--- src/design/csem_pkg.sv ---
// Package for the counting semaphore table: operation and status codes,
// default sizes and the command and result structs. It depends on nothing.
package csem_pkg;

  localparam int SLOTS_DEFAULT   = 16;
  localparam int WAITERS_DEFAULT = 8;
  localparam int THREADS_DEFAULT = 32;

  localparam logic [1:0] OP_CREATE = 2'd0;
  localparam logic [1:0] OP_REMOVE = 2'd1;
  localparam logic [1:0] OP_LOCK   = 2'd2;
  localparam logic [1:0] OP_UNLOCK = 2'd3;

  localparam logic [1:0] STATUS_OK         = 2'd0;
  localparam logic [1:0] STATUS_NOT_FOUND  = 2'd1;
  localparam logic [1:0] STATUS_TABLE_FULL = 2'd2;
  localparam logic [1:0] STATUS_QUEUE_FULL = 2'd3;

  localparam logic signed [15:0] COUNT_TOP = 16'sd32767;

  typedef struct packed {
    logic [1:0]  opcode;
    logic [15:0] sem_number;
    logic [14:0] initial_count;
    logic [4:0]  caller_thread;
  } cmd_t;

  typedef struct packed {
    logic [1:0]         status;
    logic [15:0]        created_number;
    logic               must_wait;
    logic               wake_valid;
    logic [4:0]         wake_thread;
    logic signed [15:0] count_after;
  } res_t;

endpackage

--- src/design/csem_ram.sv ---
// Simple dual-port memory with one write port and one registered read port.
// Used for the slot records and for the waiter queues; no package needed.
module csem_ram #(
  parameter int WIDTH = 8,
  parameter int DEPTH = 16,
  parameter int AW    = 4
) (
  input  logic             clk,
  input  logic             we,
  input  logic [AW-1:0]    waddr,
  input  logic [WIDTH-1:0] wdata,
  input  logic [AW-1:0]    raddr,
  output logic [WIDTH-1:0] rdata
);

  logic [WIDTH-1:0] mem [DEPTH];

  always_ff @(posedge clk) begin
    if (we) begin
      mem[waddr] <= wdata;
    end
    rdata <= mem[raddr];
  end

endmodule

--- src/design/counting_semaphore_table.sv ---
// Top level of the counting semaphore table: sequencer, slot scan and queue update.
// Depends on csem_pkg and on csem_ram for the slot records and the waiter queues.
//
//   channel   ports              transfer when
//   command   start, busy, cmd   start high and busy low at a rising edge
//   result    done, result       done high, for exactly one cycle
//
// One shared comparator steps through the slots, one slot per cycle.
// Create takes the lowest free slot, or reports a full table after the last slot.
// Remove, lock and unlock scan for the slot that holds the identifier, then execute;
// an unlock that wakes a waiter adds a wake state; a miss reports after the last slot.
// After reset no slot is in use; memories need no clearing pass.
// The receiver cannot stall; busy is low again in the cycle the result shows.
module counting_semaphore_table
  import csem_pkg::*;
#(
  parameter int SLOTS   = SLOTS_DEFAULT,
  parameter int WAITERS = WAITERS_DEFAULT,
  parameter int THREADS = THREADS_DEFAULT
) (
  input  logic clk,
  input  logic rst,
  input  logic start,
  output logic busy,
  input  cmd_t cmd,
  output logic done,
  output res_t result
);

  localparam int SIDX  = (SLOTS > 1) ? $clog2(SLOTS) : 1;
  localparam int HW    = (WAITERS > 1) ? $clog2(WAITERS) : 1;
  localparam int LW    = $clog2(WAITERS + 1);
  localparam int PW    = LW + 1;
  localparam int REC_W = 32 + HW + LW;
  localparam int WAW   = SIDX + HW;

  localparam logic [2:0] ST_IDLE = 3'd0;
  localparam logic [2:0] ST_FREE = 3'd1;
  localparam logic [2:0] ST_SCAN = 3'd2;
  localparam logic [2:0] ST_EXEC = 3'd3;
  localparam logic [2:0] ST_WAKE = 3'd4;

  localparam logic [SIDX-1:0] LAST_SLOT = SIDX'(SLOTS - 1);

  logic [2:0]         state;
  logic [SIDX-1:0]    scan_idx;
  logic [SIDX-1:0]    rd_idx;
  logic               rd_pend;
  logic [SIDX-1:0]    slot;
  logic [SLOTS-1:0]   used;
  logic [15:0]        next_ident;
  logic [1:0]         op;
  logic [15:0]        ident;
  logic [14:0]        init;
  logic [4:0]         thread;
  logic signed [15:0] rec_count;
  logic [HW-1:0]      rec_head;
  logic [LW-1:0]      rec_len;

  logic [4:0]         tmod_tab [32];

  logic               slot_we;
  logic [SIDX-1:0]    slot_waddr;
  logic [REC_W-1:0]   slot_wdata;
  logic [REC_W-1:0]   slot_rdata;
  logic [15:0]        rd_ident;
  logic               rd_match;

  logic               wait_we;
  logic [WAW-1:0]     wait_waddr;
  logic [4:0]         wait_rdata;

  logic signed [15:0] cnt_dec;
  logic signed [15:0] cnt_inc;
  logic [PW-1:0]      tail_sum;
  logic [HW-1:0]      tail;
  logic [PW-1:0]      head_sum;
  logic [HW-1:0]      head_next;
  logic               queue_full;
  logic               wake;

  for (genvar i = 0; i < 32; i++) begin : g_tmod
    localparam logic [4:0] TMOD = 5'(i % THREADS);
    assign tmod_tab[i] = TMOD;
  end

  csem_ram #(
    .WIDTH(REC_W),
    .DEPTH(SLOTS),
    .AW   (SIDX)
  ) u_slot_ram (
    .clk  (clk),
    .we   (slot_we),
    .waddr(slot_waddr),
    .wdata(slot_wdata),
    .raddr(scan_idx),
    .rdata(slot_rdata)
  );

  csem_ram #(
    .WIDTH(5),
    .DEPTH(SLOTS << HW),
    .AW   (WAW)
  ) u_wait_ram (
    .clk  (clk),
    .we   (wait_we),
    .waddr(wait_waddr),
    .wdata(thread),
    .raddr({slot, rec_head}),
    .rdata(wait_rdata)
  );

  assign busy     = (state != ST_IDLE);
  assign rd_ident = slot_rdata[REC_W-1 -: 16];
  assign rd_match = rd_pend && used[rd_idx] && (rd_ident == ident);

  always_comb begin
    cnt_dec    = rec_count - 16'sd1;
    cnt_inc    = (rec_count < COUNT_TOP) ? rec_count + 16'sd1 : rec_count;
    tail_sum   = PW'(rec_head) + PW'(rec_len);
    tail       = (tail_sum >= PW'(WAITERS)) ? HW'(tail_sum - PW'(WAITERS)) : HW'(tail_sum);
    head_sum   = PW'(rec_head) + PW'(1);
    head_next  = (head_sum == PW'(WAITERS)) ? '0 : HW'(head_sum);
    queue_full = (rec_len >= LW'(WAITERS));
    wake       = (cnt_inc <= 16'sd0) && (rec_len != '0);
  end

  always_comb begin
    slot_we    = 1'b0;
    slot_waddr = slot;
    slot_wdata = {ident, rec_count, rec_head, rec_len};
    wait_we    = 1'b0;
    wait_waddr = {slot, tail};
    case (state)
      ST_FREE: begin
        slot_waddr = scan_idx;
        slot_wdata = {next_ident, {1'b0, init}, {HW{1'b0}}, {LW{1'b0}}};
        slot_we    = !used[scan_idx];
      end
      ST_EXEC: begin
        if (op == OP_LOCK) begin
          if (cnt_dec >= 16'sd0) begin
            slot_we    = 1'b1;
            slot_wdata = {ident, cnt_dec, rec_head, rec_len};
          end else if (!queue_full) begin
            slot_we    = 1'b1;
            wait_we    = 1'b1;
            slot_wdata = {ident, cnt_dec, rec_head, rec_len + LW'(1)};
          end
        end else if (op == OP_UNLOCK) begin
          slot_we = 1'b1;
          if (wake) begin
            slot_wdata = {ident, cnt_inc, head_next, rec_len - LW'(1)};
          end else begin
            slot_wdata = {ident, cnt_inc, rec_head, rec_len};
          end
        end
      end
      default: begin
        slot_we = 1'b0;
      end
    endcase
  end

  always_ff @(posedge clk) begin
    if (rst) begin
      state      <= ST_IDLE;
      used       <= '0;
      next_ident <= '0;
      done       <= 1'b0;
      rd_pend    <= 1'b0;
    end else begin
      done <= 1'b0;
      case (state)
        ST_IDLE: begin
          if (start) begin
            op       <= cmd.opcode;
            ident    <= cmd.sem_number;
            init     <= cmd.initial_count;
            thread   <= tmod_tab[cmd.caller_thread];
            scan_idx <= '0;
            rd_pend  <= 1'b0;
            state    <= (cmd.opcode == OP_CREATE) ? ST_FREE : ST_SCAN;
          end
        end
        ST_FREE: begin
          if (!used[scan_idx]) begin
            used[scan_idx] <= 1'b1;
            next_ident     <= next_ident + 16'd1;
            result         <= '{STATUS_OK, next_ident, 1'b0, 1'b0, 5'd0,
                                16'(signed'({1'b0, init}))};
            done           <= 1'b1;
            state          <= ST_IDLE;
          end else if (scan_idx == LAST_SLOT) begin
            result <= '{STATUS_TABLE_FULL, 16'd0, 1'b0, 1'b0, 5'd0, 16'sd0};
            done   <= 1'b1;
            state  <= ST_IDLE;
          end else begin
            scan_idx <= scan_idx + SIDX'(1);
          end
        end
        ST_SCAN: begin
          rd_idx  <= scan_idx;
          rd_pend <= 1'b1;
          if (rd_match) begin
            slot      <= rd_idx;
            rec_count <= signed'(slot_rdata[REC_W-17 -: 16]);
            rec_head  <= slot_rdata[LW +: HW];
            rec_len   <= slot_rdata[LW-1:0];
            state     <= ST_EXEC;
          end else if (rd_pend && (rd_idx == LAST_SLOT)) begin
            result <= '{STATUS_NOT_FOUND, 16'd0, 1'b0, 1'b0, 5'd0, 16'sd0};
            done   <= 1'b1;
            state  <= ST_IDLE;
          end else if (scan_idx != LAST_SLOT) begin
            scan_idx <= scan_idx + SIDX'(1);
          end
        end
        ST_EXEC: begin
          state <= ST_IDLE;
          done  <= 1'b1;
          case (op)
            OP_REMOVE: begin
              used[slot] <= 1'b0;
              result     <= '{STATUS_OK, 16'd0, 1'b0, 1'b0, 5'd0, 16'sd0};
            end
            OP_LOCK: begin
              if (cnt_dec >= 16'sd0) begin
                result <= '{STATUS_OK, 16'd0, 1'b0, 1'b0, 5'd0, cnt_dec};
              end else if (queue_full) begin
                result <= '{STATUS_QUEUE_FULL, 16'd0, 1'b0, 1'b0, 5'd0, rec_count};
              end else begin
                result <= '{STATUS_OK, 16'd0, 1'b1, 1'b0, 5'd0, cnt_dec};
              end
            end
            OP_UNLOCK: begin
              result <= '{STATUS_OK, 16'd0, 1'b0, wake, 5'd0, cnt_inc};
              if (wake) begin
                done  <= 1'b0;
                state <= ST_WAKE;
              end
            end
            default: begin
              result <= '{STATUS_NOT_FOUND, 16'd0, 1'b0, 1'b0, 5'd0, 16'sd0};
            end
          endcase
        end
        ST_WAKE: begin
          result.wake_thread <= wait_rdata;
          done               <= 1'b1;
          state              <= ST_IDLE;
        end
        default: begin
          state <= ST_IDLE;
        end
      endcase
    end
  end

  a_done_idle: assert property (@(posedge clk) disable iff (rst) done |-> !busy)
    else $error("result strobe while an operation is still in progress");

  a_accept_busy: assert property (@(posedge clk) disable iff (rst)
    (start && !busy) |=> busy)
    else $error("command transfer did not make the block busy");

  a_wait_wake: assert property (@(posedge clk) disable iff (rst)
    done |-> !(result.must_wait && result.wake_valid))
    else $error("one result both blocks and wakes a thread");

  a_fail_clean: assert property (@(posedge clk) disable iff (rst)
    (done && result.status != STATUS_OK) |-> (result.created_number == 16'd0
      && !result.must_wait && !result.wake_valid))
    else $error("failed operation reports a side effect");

endmodule

--- config.mk ---
export PLATFORM = sky130hd
export DESIGN_NAME = counting_semaphore_table
export DESIGN_NICKNAME = d
export VERILOG_FILES = /design/src/design/csem_pkg.sv /design/src/design/csem_ram.sv /design/src/design/counting_semaphore_table.sv
export SDC_FILE = /design/constraint.sdc
export NUM_CORES = 2
export LEC_CHECK = 0
export BUFFER_PORTS_ARGS = -buffer_cell sky130_fd_sc_hd__buf_2
export CORE_ASPECT_RATIO = 0.6
export CORE_UTILIZATION = 40
export CTS_CLUSTER_SIZE = 20
export DETAILED_ROUTE_END_ITERATION = 8
export PLACE_DENSITY = 0.64
export SYNTH_ARGS = -nofsm -noshare
export SYNTH_HDL_FRONTEND = slang
export SYNTH_SLANG_ARGS = --single-unit
--- constraint.sdc ---
create_clock -name clk -period 6.7 [get_ports clk]
set_clock_uncertainty 0.05 [all_clocks]
set_input_delay 0.67 -clock clk [delete_from_list [all_inputs] [get_ports clk]]
set_output_delay 0.67 -clock clk [all_outputs]
set_load 0.005 [all_outputs]
==> results.ini <==
[finish]
post-route-cell-area_mm2 = 0.0647
instances_no_fill = 5064
area_delta_synth_final_pct = 12.7
fillers = 11900
layout_common_cells = edfxtp_1 (1378), mux4_2 (365), nor2_1 (192)
drive_gt1_frac = 0.242
final_common_cell = edfxtp_1
layout.nets = 3108

[timing]
min_period_over_period = 0.752
fmax_ghz = 0.199
hold_slack_ns = 0.0478
tightestPinTransition_ns = 1.37
setup_violations = 0
rsz0062_at_grt = false
final_max_slew_viol_count = 0
finalHoldViolations = 0
fin_tns_setup_ns = 0
relSlewSlack = 0.0880
min_period_ns = 5.04

[route]
drt_wl_total_mm = 144
routed.top_layer = met5
drtIter0Drc = 4184
met3_wirelength_mm = 15.7
antenna_left = 0
firstDrtPassIters = 8
num_vias = 29600
met2WireLength_mm = 56.1
route.detailed.drc = 20
post_drt_via_cell_ratio = 5.85
wl_met1_mm = 70.1
drt-wirelength-per-cell_um = 28.4

[floorplan]
start_util = 0.404
die_h_um = 296
dieArea_mm2 = 0.145
core_mm2 = 0.142
rows = 107
dieWidth_um = 491
io_pins = 84

[synthesis]
yosysUniqueCellTypes = 76
ys_warn_count = 0
ys_async_sr_fraction = 0
ys_ff_latch = 1459
yosysSeqAreaShare = 0.748
synth_nets = 2990
syn_inst = 2937
synth.avg_cell_area_um2 = 19.6
syn-cell-area_mm2 = 0.0575
synth_edf_count = 1378
ys.flop_type = edfxtp_1

[grt]
grt_overflow = 0
grt_usage = 0.199
grt_first_pass_wirelength_mm = 208
grt_start_max_net_pins = 113
antenna_found_initial = 4
grt_pass1_vias = 28600

[worst_setup_path]
startpoint_type = flip-flop
crit_chain = or4_4 > or3_1 > o31a_1 > o21ai_4 > o21ai_1 > o21ai_0 > o21ai_1 > nor2_4 > buf_4
max_stage_delay_ns = 0.77
end_kind = flip-flop
critPathKind = reg -> reg
worstPathRequired_ns = 7.04
crit_slowest_cell = nor2_4
critical_path_buf_inv_count = 1
cp.arrival_ns = 5.37
critPathTopFamily = simple AND/OR/NAND/NOR gates
crit_fanout = 23
crit_top_cell = o21ai_1

[min_path]
hold_class = in -> reg

[clock_tree]
cts_setup_buffers = 0
clock_path_buffers = 3
clk_pin_slew_worst_paths_ns = 0.07
htreeDepth = 4
clkLatencyLatePin_ns = 0.76
cts_sinks = 1459
cts.root.buffer_cell = clkbuf_16
cts_tree = yes
cts_made_buffers = 133

[run]
cap_violations = 0

[outcome]
status = finished, violations left
violations = design-rule violations

[pwr]
leakagePower_nw = 20.2
power_density_mw_per_mm2 = 302
ir_worst_vdd_uv = 302

[place]
dp_cells = 4826
dp_hpwl_mm = 89.1
place_congestion = 0.958
placed_area_mm2 = 0.0603
portBuffers = 83

-- cell type report --
class	instances	area, µm²	area share
Tap cell	1907	2390	0.0369
Inverter	17	66.3	0.00102
Clock inverter	61	637	0.00984
Clock buffer	175	3730	0.0577
Timing Repair Buffer	157	1040	0.0160
Antenna cell	1	2.50	0.0000387
Sequential cell	1459	43000	0.664
Multi-Input combinational cell	1287	13900	0.214
-- registers in the layout, summed over array words and instances (netlist names) --
name	cells
init	15
state	3
scan_idx	4
op	2
rec_len	4
next_ident	16
u_slot_ram.rdata	39
slot	4
thread	5
result	41
u_slot_ram.mem	624
u_wait_ram.mem	640
u_wait_ram.rdata	5
rec_head	3
ident	16
done	1
rd_pend	1
rd_idx	4
used	16
rec_count	16
-- timing repair --
| item | CTS | global route |
|---|---|---|
| resized for setup | 0 | 0 |
| endpoints found under the hold margin | 1 | 0 |
| hold buffers | 1 | 0 |
-- where the power goes --
| part | switching [mW] | internal [mW] | total [mW] |
|---|---|---|---|
| Combinational | 0.883 | 0.603 | 1.49 |
| Clock | 3.32 | 4.39 | 7.70 |
| Sequential | 0.119 | 10.2 | 10.4 |
| Total | 4.32 | 15.2 | 19.6 |
-- stage by stage --
| stage | power (mW) | setup WS [ns] | utilization |
|---|---|---|---|
| after floorplan | 11.5 | 1.42 | - |
| after global placement | 12.0 | 1.94 | 0.424 |
| after detailed placement | 12.1 | 1.84 | 0.424 |
| after CTS | 19.7 | 1.76 | 0.455 |
| after global routing | 20.1 | 1.48 | 0.455 |
| final | 19.6 | 1.66 | 0.455 |
-- cells by family (layout without fill, tap and decap cells) --
| logic type | count (synthesis) | after routing | synth area share |
|---|---|---|---|
| other cells | 0 | 1 | 0 |
| xor+xnor | 50 | 50 | 0.00762 |
| simple gates | 544 | 544 | 0.0443 |
| flops | 1459 | 1459 | 0.748 |
| buf+inv | 191 | 410 | 0.0128 |
| fa+ha+maj | 12 | 12 | 0.00274 |
| mux | 455 | 455 | 0.159 |
| compound gates | 226 | 226 | 0.0252 |
-- synthesized netlist by cell type, types with 4 or more instances --
cell type | instances | area share
o211ai_1 | 5 | 0.00065
xor2_1 | 16 | 0.0024
nand3_1 | 52 | 0.0045
mux4_2 | 365 | 0.14
o22ai_1 | 49 | 0.0053
buf_2 | 7 | 0.00061
nand4_1 | 19 | 0.0021
o21ai_1 | 4 | 0.00035
a221o_1 | 8 | 0.0014
mux2i_1 | 89 | 0.016
nor3_1 | 24 | 0.0021
dfxtp_1 | 81 | 0.028
buf_1 | 44 | 0.0029
ha_1 | 11 | 0.0024
edfxtp_1 | 1378 | 0.72
and2_1 | 20 | 0.0022
nand2b_1 | 7 | 0.00076
xnor2_1 | 34 | 0.0052
o21ai_0 | 56 | 0.0049
o31ai_1 | 10 | 0.0013
nor4_1 | 6 | 0.00065
nor2_2 | 9 | 0.00098
or3_1 | 5 | 0.00054
and4_1 | 4 | 0.00061
o311ai_0 | 5 | 0.00076
clkbuf_1 | 121 | 0.0079
inv_1 | 16 | 0.0010
a31oi_1 | 7 | 0.00076
and3_1 | 16 | 0.0017
nand2_1 | 133 | 0.0087
a21oi_1 | 39 | 0.0034
nor2b_1 | 10 | 0.0011
a21o_1 | 9 | 0.0012
or4_1 | 6 | 0.00078
nor2_1 | 210 | 0.014
-- metal layers --
layer	vias to the layer above	GRT usage
met5	-	0
met4	2	0.0407
met3	153	0.0562
met2	1547	0.249
met1	15700	0.333
li1	12200	-
-- path summary, 6_finish.rpt --
kind / from / to / slack (ns) / depth (start not counted)
worst max-delay path: rec_count[10] / u_slot_ram.mem[4][36] / 1.66 / 9
worst min-delay path: cmd[9] / init[4] / 0.05 / 1
worst max register to register: rec_count[10] / u_slot_ram.mem[4][36] / 1.66 / 9
worst min register to register: u_slot_ram.rdata[7] / rec_count[0] / 0.35 / 0
No activity file was read; power rests on OpenSTA's default activity.
